`src/rtl/itoa_pkg.sv`:
```
package itoa_pkg;

    localparam int DEF_VALUE_WIDTH = 32;
    localparam int BITS_PER_STEP   = 4;

    localparam logic [2:0] KIND_CHAR = 3'd0;
    localparam logic [2:0] KIND_SDEC = 3'd1;
    localparam logic [2:0] KIND_UDEC = 3'd2;
    localparam logic [2:0] KIND_HEXL = 3'd3;
    localparam logic [2:0] KIND_HEXU = 3'd4;

    localparam logic [1:0] EMIT_SIGN  = 2'd0;
    localparam logic [1:0] EMIT_DIGIT = 2'd1;
    localparam logic [1:0] EMIT_CHAR  = 2'd2;

    localparam logic [7:0] ASCII_MINUS = 8'h2D;
    localparam logic [7:0] ASCII_ZERO  = 8'h30;
    localparam logic [7:0] ASCII_UPPER = 8'h41;
    localparam logic [7:0] ASCII_LOWER = 8'h61;

    typedef struct packed {
        logic       load;
        logic       step;
        logic       find;
        logic       emit;
        logic [1:0] emit_sel;
    } itoa_cmd_t;

    typedef struct packed {
        logic neg;
        logic idx_zero;
    } itoa_sts_t;

    function automatic logic [7:0] digit_ascii(input logic [3:0] d, input logic upper);
        logic [7:0] d8;
        d8 = {4'h0, d};
        if (d < 4'd10) begin
            return ASCII_ZERO + d8;
        end
        return (upper ? ASCII_UPPER : ASCII_LOWER) + d8 - 8'd10;
    endfunction

endpackage

```
`src/rtl/integer_to_ascii_formatter.sv`:
```
// Decimal kinds: accept, BCD conversion four bits per step, find the leading digit,
// then one character per cycle while the output register is free (up to 11 at 32 bits).
// Hex kinds skip the conversion; char kind emits a single character.
// Next item is taken once the last character is in the output register.
// aresetn is synchronous and active low; it clears the sequencer and the output valid.
module integer_to_ascii_formatter
    import itoa_pkg::*;
#(
    parameter int VALUE_WIDTH = DEF_VALUE_WIDTH,
    localparam int DATA_WIDTH = ((VALUE_WIDTH + 7) / 8) * 8
) (
    input  logic                  aclk,
    input  logic                  aresetn,
    input  logic                  s_tvalid,
    output logic                  s_tready,
    input  logic [DATA_WIDTH-1:0] s_tdata,  // value
    input  logic [2:0]            s_tuser,  // req_type
    output logic                  m_tvalid,
    input  logic                  m_tready,
    output logic [7:0]            m_tdata,  // ascii_char
    output logic                  m_tlast
);

    itoa_cmd_t cmd;
    itoa_sts_t sts;

    itoa_ctrl #(
        .VALUE_WIDTH(VALUE_WIDTH)
    ) u_ctrl (
        .aclk     (aclk),
        .aresetn  (aresetn),
        .s_tvalid (s_tvalid),
        .s_tuser  (s_tuser),
        .m_tready (m_tready),
        .sts      (sts),
        .s_tready (s_tready),
        .m_tvalid (m_tvalid),
        .cmd      (cmd)
    );

    itoa_dp #(
        .VALUE_WIDTH(VALUE_WIDTH)
    ) u_dp (
        .aclk       (aclk),
        .value      (s_tdata[VALUE_WIDTH-1:0]),
        .req_type   (s_tuser),
        .cmd        (cmd),
        .sts        (sts),
        .ascii_char (m_tdata),
        .last_char  (m_tlast)
    );

endmodule

```
`src/rtl/itoa_ctrl.sv`:
```
module itoa_ctrl
    import itoa_pkg::*;
#(
    parameter int VALUE_WIDTH = DEF_VALUE_WIDTH
) (
    input  logic       aclk,
    input  logic       aresetn,
    input  logic       s_tvalid,
    input  logic [2:0] s_tuser,
    input  logic       m_tready,
    input  itoa_sts_t  sts,
    output logic       s_tready,
    output logic       m_tvalid,
    output itoa_cmd_t  cmd
);

    localparam int STEPS = (VALUE_WIDTH + BITS_PER_STEP - 1) / BITS_PER_STEP;
    localparam int CW    = $clog2(STEPS);

    localparam logic [2:0] ST_IDLE  = 3'd0;
    localparam logic [2:0] ST_CONV  = 3'd1;
    localparam logic [2:0] ST_FIND  = 3'd2;
    localparam logic [2:0] ST_SIGN  = 3'd3;
    localparam logic [2:0] ST_DIGIT = 3'd4;
    localparam logic [2:0] ST_CHAR  = 3'd5;

    logic [2:0]    state_reg, state_next;
    logic [CW-1:0] cnt_reg, cnt_next;
    logic          m_valid_reg, m_valid_next;
    logic          slot_free;

    assign slot_free = !m_valid_reg || m_tready;
    assign m_tvalid  = m_valid_reg;
    assign s_tready  = (state_reg == ST_IDLE);

    always_comb begin
        state_next   = state_reg;
        cnt_next     = cnt_reg;
        m_valid_next = m_valid_reg && !m_tready;
        cmd          = '0;
        unique case (state_reg)
            ST_IDLE: begin
                if (s_tvalid) begin
                    cmd.load = 1'b1;
                    cnt_next = CW'(STEPS - 1);
                    unique case (s_tuser) inside
                        KIND_SDEC, KIND_UDEC: state_next = ST_CONV;
                        KIND_HEXL, KIND_HEXU: state_next = ST_FIND;
                        KIND_CHAR:            state_next = ST_CHAR;
                        default:              state_next = ST_IDLE;
                    endcase
                end
            end
            ST_CONV: begin
                cmd.step = 1'b1;
                if (cnt_reg == '0) begin
                    state_next = ST_FIND;
                end else begin
                    cnt_next = cnt_reg - 1'b1;
                end
            end
            ST_FIND: begin
                cmd.find   = 1'b1;
                state_next = sts.neg ? ST_SIGN : ST_DIGIT;
            end
            ST_SIGN: begin
                if (slot_free) begin
                    cmd.emit     = 1'b1;
                    cmd.emit_sel = EMIT_SIGN;
                    m_valid_next = 1'b1;
                    state_next   = ST_DIGIT;
                end
            end
            ST_DIGIT: begin
                if (slot_free) begin
                    cmd.emit     = 1'b1;
                    cmd.emit_sel = EMIT_DIGIT;
                    m_valid_next = 1'b1;
                    if (sts.idx_zero) begin
                        state_next = ST_IDLE;
                    end
                end
            end
            ST_CHAR: begin
                if (slot_free) begin
                    cmd.emit     = 1'b1;
                    cmd.emit_sel = EMIT_CHAR;
                    m_valid_next = 1'b1;
                    state_next   = ST_IDLE;
                end
            end
            default: state_next = ST_IDLE;
        endcase
    end

    always_ff @(posedge aclk) begin
        if (!aresetn) begin
            state_reg   <= ST_IDLE;
            cnt_reg     <= '0;
            m_valid_reg <= 1'b0;
        end else begin
            state_reg   <= state_next;
            cnt_reg     <= cnt_next;
            m_valid_reg <= m_valid_next;
        end
    end

`ifndef SYNTHESIS
    a_no_overwrite: assert property (@(posedge aclk) disable iff (!aresetn)
        (m_valid_reg && !m_tready) |-> !cmd.emit)
        else $error("pending item overwritten");

    a_conv_done: assert property (@(posedge aclk) disable iff (!aresetn)
        (state_reg == ST_CONV && cnt_reg == '0) |=> (state_reg == ST_FIND))
        else $error("conversion did not finish on time");

    a_last_digit: assert property (@(posedge aclk) disable iff (!aresetn)
        (cmd.emit && cmd.emit_sel == EMIT_DIGIT && sts.idx_zero) |=> (state_reg == ST_IDLE))
        else $error("digits continued past the last one");

    a_valid_src: assert property (@(posedge aclk) disable iff (!aresetn)
        $rose(m_valid_reg) |-> $past(cmd.emit))
        else $error("output valid without an emit");
`endif

endmodule

```
`src/rtl/itoa_dp.sv`:
```
module itoa_dp
    import itoa_pkg::*;
#(
    parameter int VALUE_WIDTH = DEF_VALUE_WIDTH
) (
    input  logic                   aclk,
    input  logic [VALUE_WIDTH-1:0] value,
    input  logic [2:0]             req_type,
    input  itoa_cmd_t              cmd,
    output itoa_sts_t              sts,
    output logic [7:0]             ascii_char,
    output logic                   last_char
);

    localparam int STEPS      = (VALUE_WIDTH + BITS_PER_STEP - 1) / BITS_PER_STEP;
    localparam int PW         = STEPS * BITS_PER_STEP;
    localparam int NUM_DIGITS = (VALUE_WIDTH * 1233) / 4096 + 1;
    localparam int BW         = NUM_DIGITS * 4;
    localparam int IW         = $clog2(NUM_DIGITS);

    logic [PW-1:0]                src_reg;
    logic [NUM_DIGITS-1:0][3:0]   bcd_reg;
    logic [IW-1:0]                idx_reg;
    logic                         neg_reg;
    logic                         upper_reg;
    logic [7:0]                   char_reg;
    logic                         last_reg;

    logic                         load_neg;
    logic [VALUE_WIDTH-1:0]       load_mag;
    logic [BW-1:0]                step_bcd;
    logic [PW-1:0]                step_src;
    logic [IW-1:0]                find_idx;
    logic [3:0]                   cur_digit;
    logic [7:0]                   emit_char;

    assign load_neg = (req_type == KIND_SDEC) && value[VALUE_WIDTH-1];
    assign load_mag = load_neg ? (~value + 1'b1) : value;

    // four shift-add-3 passes per cycle
    always_comb begin
        step_bcd = bcd_reg;
        step_src = src_reg;
        for (int b = 0; b < BITS_PER_STEP; b++) begin
            for (int d = 0; d < NUM_DIGITS; d++) begin
                if (step_bcd[d*4 +: 4] >= 4'd5) begin
                    step_bcd[d*4 +: 4] = step_bcd[d*4 +: 4] + 4'd3;
                end
            end
            step_bcd = {step_bcd[BW-2:0], step_src[PW-1]};
            step_src = {step_src[PW-2:0], 1'b0};
        end
    end

    always_comb begin
        find_idx = '0;
        for (int d = 0; d < NUM_DIGITS; d++) begin
            if (bcd_reg[d] != 4'h0) begin
                find_idx = IW'(d);
            end
        end
    end

    assign cur_digit = bcd_reg[idx_reg];

    always_comb begin
        unique case (cmd.emit_sel)
            EMIT_SIGN:  emit_char = ASCII_MINUS;
            EMIT_DIGIT: emit_char = digit_ascii(cur_digit, upper_reg);
            EMIT_CHAR:  emit_char = src_reg[7:0];
            default:    emit_char = ASCII_ZERO;
        endcase
    end

    always_ff @(posedge aclk) begin
        if (cmd.load) begin
            src_reg   <= PW'(load_mag);
            neg_reg   <= load_neg;
            upper_reg <= (req_type == KIND_HEXU);
            if (req_type == KIND_HEXL || req_type == KIND_HEXU) begin
                bcd_reg <= BW'(value);
            end else begin
                bcd_reg <= '0;
            end
        end else if (cmd.step) begin
            src_reg <= step_src;
            bcd_reg <= step_bcd;
        end
        if (cmd.find) begin
            idx_reg <= find_idx;
        end else if (cmd.emit && cmd.emit_sel == EMIT_DIGIT) begin
            idx_reg <= idx_reg - 1'b1;
        end
        if (cmd.emit) begin
            char_reg <= emit_char;
            last_reg <= (cmd.emit_sel == EMIT_CHAR) ||
                        (cmd.emit_sel == EMIT_DIGIT && idx_reg == '0);
        end
    end

    assign sts.neg      = neg_reg;
    assign sts.idx_zero = (idx_reg == '0);
    assign ascii_char   = char_reg;
    assign last_char    = last_reg;

endmodule

```
`config.mk`:
```
export PLATFORM = sky130hd
export DESIGN_NAME = integer_to_ascii_formatter
export DESIGN_NICKNAME = d
export VERILOG_FILES = /design/src/rtl/itoa_pkg.sv /design/src/rtl/integer_to_ascii_formatter.sv /design/src/rtl/itoa_ctrl.sv /design/src/rtl/itoa_dp.sv
export SDC_FILE = /design/constraint.sdc
export NUM_CORES = 1
export LEC_CHECK = 0
export ABC_AREA = 1
export BUFFER_PORTS_ARGS = -buffer_cell sky130_fd_sc_hd__buf_2
export CORE_ASPECT_RATIO = 1.75
export CORE_UTILIZATION = 40
export DETAILED_ROUTE_END_ITERATION = 16
export PLACE_DENSITY = 0.59
export SETUP_SLACK_MARGIN = 0.4
export SYNTH_ARGS = -nofsm -noshare
export SYNTH_HDL_FRONTEND = slang
export SYNTH_SLANG_ARGS = --single-unit
```
`constraint.sdc`:
```
create_clock -name aclk -period 3.8 [get_ports aclk]
set_clock_uncertainty 0.15 [all_clocks]
set_input_delay 0.76 -clock aclk [delete_from_list [all_inputs] [get_ports aclk]]
set_output_delay 0.76 -clock aclk [all_outputs]
set_load 0.05 [all_outputs]
```
; After elaboration in Yosys (flattened, before gate mapping)
; Index checks and enable logic that the tools add are counted.
; Widths: inputs -> output; s select.
[totals]
ff_bits = 94
output_inout_bits = 11
wordCells = 244
[classes]
add_sub_neg = 46
order_cmp = 42
n_eq_ne = 18
muxes = 87
n_bitwise = 1
n_reduce_logical = 31
[op_table]
columns = operator, count
row1 = $mux 4, 41
row2 = $ge 4x3->1 const B, 40
row3 = $add 4x2->4 const B, 36
row4 = $mux 32, 4
row5 = $mux 40, 2
row6 = $mux 3, 20
row7 = $reduce_bool 4->1, 9
row8 = $add 32x1->32 const B, 1
row9 = $not 32->32, 1
row10 = $pmux 8 s3, 1
row11 = $pmux 3 s3, 2
row12 = $pmux 3 s6, 1
row13 = $bmux 4 s4, 1
row14 = $mux 8, 2
row15 = $add 3x2->3 const B, 4
row16 = $eq 3x2->1 const B, 4
row17 = $eq 3x3->1 const B, 3
row18 = $logic_not 3->1, 3
row19 = $mux 1, 9
row20 = $add 8x4->8, 1
row21 = $ne 2x1->1 const B, 4
row22 = $sub 8x4->8 const B, 1
row23 = $add 6x4->7 const A, 1
row24 = $eq 3x1->1 const B, 2
row25 = other kinds (20), 32

; Logic depth before layout (Yosys ltp)
[logic_depth]
depth_word = 11
mapped_depth = 27
mapped_depth_nobuf = 27

; Hierarchy
; Synthesis repeated with hierarchy kept, for this count alone.
[hier_totals]
cells_unflattened = 1420
hier_area_um2 = 9520.4
[by_module_without_submodules]
columns = mod, instances, cells_each, area_each_um2, seq_area_each_um2
row1 = itoa_dp, 1, 1336, 8966.1, 2612.5
row2 = itoa_ctrl, 1, 84, 554.3, 140.1

; Worst setup path before layout
; OpenSTA, ideal clock, no wires.
[synth_timing]
path_kind = flip-flop to flip-flop
start = register u_ctrl.state_reg[0]
end = register u_dp.bcd_reg[0] (netlist bit) (enable)
setup_time_ns = 0.432
t_arrival_ns = 3.802
required_ns = 3.218
setup_slack_ns = -0.584
stages_incl_launch_ff = 10
period_less_slack_ns = 4.384
cell_sequence = dfxtp_1 -> nor2_1 -> inv_1 -> nor2_1 -> inv_1 -> nor2_1 -> inv_2 -> clkbuf_1 -> buf_2 -> nand2_1
[synth_lines]
columns = item, line_no
row1 = "start, declared", itoa_ctrl.sv:27  ; logic [2:0] state_reg, state_next;
row2 = "start signal, assigned", itoa_ctrl.sv:102  ; state_reg <= state_next;
row3 = "end signal, assigned", itoa_dp.sv:81  ; bcd_reg <= BW'(value);
row4 = "end signal, assigned", itoa_dp.sv:87  ; bcd_reg <= step_bcd;
row5 = "end, declared", itoa_dp.sv:22  ; logic [NUM_DIGITS-1:0][3:0] bcd_reg;

; Final worst setup path
[layout_timing]
start = register u_dp.bcd_reg[32] (netlist bit)
end = register u_dp.bcd_reg[38] (netlist bit), data pin
[layout_between]
elab_chain_len = 10
word_cells_on_any_way = 20
[layout_rtl]
columns = item, line_no
row1 = $add 4x2->4 or $ge 4x3->1 (tied branches), "itoa_dp.sv:47, itoa_dp.sv:46"
row2 = $mux 4 *, itoa_dp.sv:46  ; if (step_bcd[d*4 +: 4] >= 4'd5) begin
row3 = "$add 4x2->4, or another cell as far along", itoa_dp.sv:47  ; step_bcd[d*4 +: 4] = step_bcd[d*4 +: 4] + 4'd3;
row4 = $mux 4 or $mux 3 (tied branches), itoa_dp.sv:46
row5 = "$add 4x2->4, or another cell as far along", itoa_dp.sv:47
row6 = $mux 4 or $mux 3 (tied branches), itoa_dp.sv:46
row7 = $ge 4x3->1 or $add 3x2->3 (tied branches), "itoa_dp.sv:46, itoa_dp.sv:47"
row8 = $mux 3 *, itoa_dp.sv:46
row9 = $mux 40 *, itoa_dp.sv:85  ; end else if (cmd.step) begin
row10 = $mux 40 *, itoa_dp.sv:76  ; if (cmd.load) begin
; Mark *: on every way between the ends. The rest lies on a longest branch, timed or not. The select of a mux whose other input is x is not followed.
; A chain may end at the register's enable or synchronous reset.

==> impl_metrics.json <==
{
  "status": "finished clean",
  "worst_pin_slew_ns": 0.7570,
  "grt_pass1_wl_um": 42520,
  "reg2reg_to": "u_dp.bcd_reg[38]$_SDFFCE_PP0P_",
  "cts.sinks": 94,
  "syn2layout_area_growth_pct": 22.07,
  "gp_congestion": 0.9254,
  "setup_viol": 0,
  "fin_crit_sh_pct": 93.77,
  "hp-class": "register to register",
  "ys_ff_latch": 94,
  "die_h_um": 203.6,
  "clk_pin_slew_worst_paths_ns": 0.07,
  "grt_usage_pct": 22.96,
  "start_util_pct": 40.83,
  "synthCells": 1367,
  "yosysWarnings": 0,
  "ant_nets": 0,
  "reg2reg_from": "u_dp.bcd_reg[32]$_SDFFCE_PP0P_",
  "h-tree-depth": 3,
  "grt_pass1_vias": 8931,
  "drt-pass1-iter-count": 4,
  "fin_crit_ns": 3.563,
  "dp_cells": 1706,
  "synth_edf_count": 87,
  "hold_viol": 0,
  "critPathKind": "register to register",
  "largest_reg_flops": 40,
  "min_from": "u_ctrl.cnt_reg[1]$_SDFFE_PN0P_",
  "post_dp_cell_area_um2": 9992,
  "first_iter_violations": 511,
  "dp_hpwl_um": 20400,
  "clock_latency_ns": 0.36,
  "avgRoutedWirePerCell_um": 14.81,
  "fin_util_pct": 49.84,
  "fin_area_um2": 11330,
  "synthFlopType": "edfxtp_1",
  "ys_types": 51,
  "drt-total-wl_um": 26620,
  "n_fill_cell": 2288,
  "slew_viol_final": 0,
  "antenna_cells": 0,
  "synthArstFlopShare_pct": 0,
  "vias": 9323,
  "fmax_mhz": 280.7,
  "ioPinCount": 50,
  "die_area_um2": 23850,
  "max-cap-violations": 0,
  "cp_data_required_time_ns": 3.76,
  "grt_overflow": 0,
  "viasPerCell": 5.185,
  "crit_path_start_kind": "register",
  "reg2reg_depth": 20,
  "r2r_slack_ns": 0.24,
  "core_region_area_um2": 22740,
  "grt_max_degree": 77,
  "rsz0062_at_grt": "yes",
  "numCtsBuffers": 9,
  "seq_area_frac_synth_pct": 29.65,
  "clockRootBuffer": "clkbuf_16",
  "syn_avg_cell_area_um2": 6.792,
  "final_cells": 1798,
  "nets": 1580,
  "cts_hold_buf": 0,
  "final_layout_size_suffix_gt1_share_pct": 26.57,
  "min_path_cells": 2,
  "remaining_drc_errors": 0,
  "antenna_found_initial": 0,
  "syn_area_um2": 9285,
  "hold_end": "u_ctrl.cnt_reg[1]$_SDFFE_PN0P_",
  "synth_nets": 1454,
  "portBuffers": 49,
  "slew_headroom_pct": 49.35,
  "clk_path_buf_depth": 2,
  "critPathMaxFanout": 5,
  "cts_tree": "built",
  "row_count": 73,
  "critPathCaptureType": "register",
  "cp.arrival_ns": 3.52,
  "die_w_um": 117.2
}
==> worst max path at each step <==
stage / start / slack [ns] / end
3_5_place_dp: u_dp.bcd_reg[37]$_SDFFCE_PP0P_ / -0.07 / u_dp.bcd_reg[37]$_SDFFCE_PP0P_
5_1_grt: u_dp.bcd_reg[36]$_SDFFCE_PP0P_ / -0.01 / u_dp.bcd_reg[38]$_SDFFCE_PP0P_
6_report: u_dp.bcd_reg[32]$_SDFFCE_PP0P_ / 0.24 / u_dp.bcd_reg[38]$_SDFFCE_PP0P_
3_3_place_gp: u_dp.bcd_reg[37]$_SDFFCE_PP0P_ / 0.02 / u_dp.bcd_reg[38]$_SDFFCE_PP0P_
2_1_floorplan: u_dp.bcd_reg[36]$_SDFFCE_PP0P_ / 0.28 / u_dp.bcd_reg[38]$_SDFFCE_PP0P_
4_1_cts: u_dp.bcd_reg[37]$_SDFFCE_PP0P_ / 0.26 / u_dp.bcd_reg[38]$_SDFFCE_PP0P_
==> metal layers <==
| metal | global-route usage [%] | vias to the layer above | wire (µm) |
|---|---|---|---|
| met5 | 0 | - | 0 |
| met4 | 7.595 | 0 | 789 |
| met3 | 2.110 | 44 | 616 |
| met2 | 45.44 | 145 | 15250 |
| met1 | 24.38 | 4363 | 9964 |
| li1 | - | 4771 | - |
==> cell families (layout without fill, tap and decap cells) <==
family	Yosys count	after routing	synth area share, %
AO/OA/AOI/OAI	197	197	12.32
adder cells (fa/ha/maj)	48	48	6.468
flip-flops	94	94	29.65
XOR/XNOR	36	36	3.598
AND/OR/NAND/NOR	760	760	38.50
buffers and inverters	232	363	9.473
==> critical path: stages (launching register included) <==
cell and delay, ns:
edfxtp_1 0.51, ha_4 0.22, nand3b_1 0.24, nand3_4 0.15, inv_2 0.04, ha_2 0.17
o21ai_2 0.15, nand2_2 0.09, xor2_2 0.19, ha_2 0.22, inv_2 0.03, o21ai_2 0.14
nand2_2 0.11, xor2_4 0.19, ha_1 0.20, o211ai_1 0.17, nand2_1 0.12, nand2_1 0.07
o21ai_1 0.05, inv_1 0.05, nor2_1 0.03
==> layout by cell type (no fill, tap or decap), types with 3 or more instances in the layout <==
| cell type | count |
|---|---|
| xnor2_1 | 10 |
| nand3b_1 | 3 |
| xor2_4 | 4 |
| nand3_2 | 41 |
| buf_4 | 82 |
| nand2_4 | 15 |
| o21ai_1 | 23 |
| o21ai_2 | 10 |
| nor3_1 | 16 |
| clkbuf_16 | 9 |
| a31oi_1 | 6 |
| nor2_2 | 7 |
| o22ai_1 | 4 |
| o21ai_0 | 76 |
| ha_2 | 8 |
| inv_6 | 3 |
| a21o_1 | 5 |
| inv_1 | 162 |
| nand3_1 | 96 |
| nand4_1 | 35 |
| a21oi_1 | 38 |
| nand2_1 | 360 |
| dfxtp_1 | 7 |
| o21bai_1 | 6 |
| and2_4 | 3 |
| o211ai_1 | 7 |
| ha_4 | 10 |
| o31ai_1 | 6 |
| edfxtp_1 | 87 |
| inv_2 | 47 |
| nand3_4 | 10 |
| xor2_1 | 20 |
| nand2_2 | 83 |
| buf_2 | 49 |
| a211oi_1 | 4 |
| nor4_1 | 5 |
| ha_1 | 30 |
| nor2_1 | 76 |
==> synth_stat cells, types with 2 or more instances <==
cell type / number / share of area (%)
ha_1: 48 / 6.5
nor3_1: 16 / 0.86
o311ai_0: 2 / 0.19
o21ai_1: 23 / 1.2
dfxtp_1: 7 / 1.5
inv_1: 190 / 7.7
o211ai_1: 7 / 0.57
nand4_1: 35 / 2.4
nor2_1: 79 / 3.2
and2_4: 2 / 0.19
nand2_2: 63 / 4.2
nor4_1: 5 / 0.34
nor2_2: 5 / 0.34
buf_2: 7 / 0.38
o31ai_1: 6 / 0.49
a311oi_1: 2 / 0.19
xor2_1: 25 / 2.4
clkbuf_1: 12 / 0.49
a21o_1: 5 / 0.40
clkinv_1: 2 / 0.081
o21ai_0: 78 / 4.2
inv_2: 20 / 0.81
a31oi_1: 6 / 0.40
o22ai_1: 4 / 0.27
a21oi_1: 38 / 2.0
edfxtp_1: 87 / 28
and2_1: 3 / 0.20
nand2_1: 389 / 16
o21ai_2: 9 / 0.85
nand3b_1: 3 / 0.24
or2_2: 2 / 0.13
nand3_2: 26 / 2.8
nand3_1: 120 / 6.5
o21bai_1: 6 / 0.49
nand2_4: 6 / 0.73
nor3_2: 2 / 0.22
xnor2_1: 10 / 0.94
a211oi_1: 4 / 0.32
==> repair_timing <==
item / in CTS / in global routing
pin swaps: 20 / 43
setup endpoints to repair: 8 / 35
gates cloned: 0 / 0
gates resized for setup: 27 / 104
setup buffers: 26 / 50
==> area by class of cell <==
type / instances / area, µm² / area share [%]
inverter: 212 / 798.3 / 7.043
sequential: 94 / 2753 / 24.29
clock buffer: 10 / 229.0 / 2.020
multi-input combinational: 1041 / 6205 / 54.74
timing repair buffer: 135 / 923.4 / 8.147
tap: 300 / 375.4 / 3.312
clock inverter: 6 / 51.30 / 0.4526
==> stage by stage <==
step	hold slack [ns]	setup TNS [ns]	setup slack, ns
CTS	0.3214	0	0.2626
detailed placement	0.3098	-0.1211	-0.06711
global route	0.3526	-0.01363	-0.01363
finish	0.3212	0	0.2369
floorplan	0.2891	0	0.2798
global placement	0.3033	0	0.01691
Power is left out: the tool's default activity adds up to more than one toggle a clock period on the data nets, which glitch-free logic cannot reach.
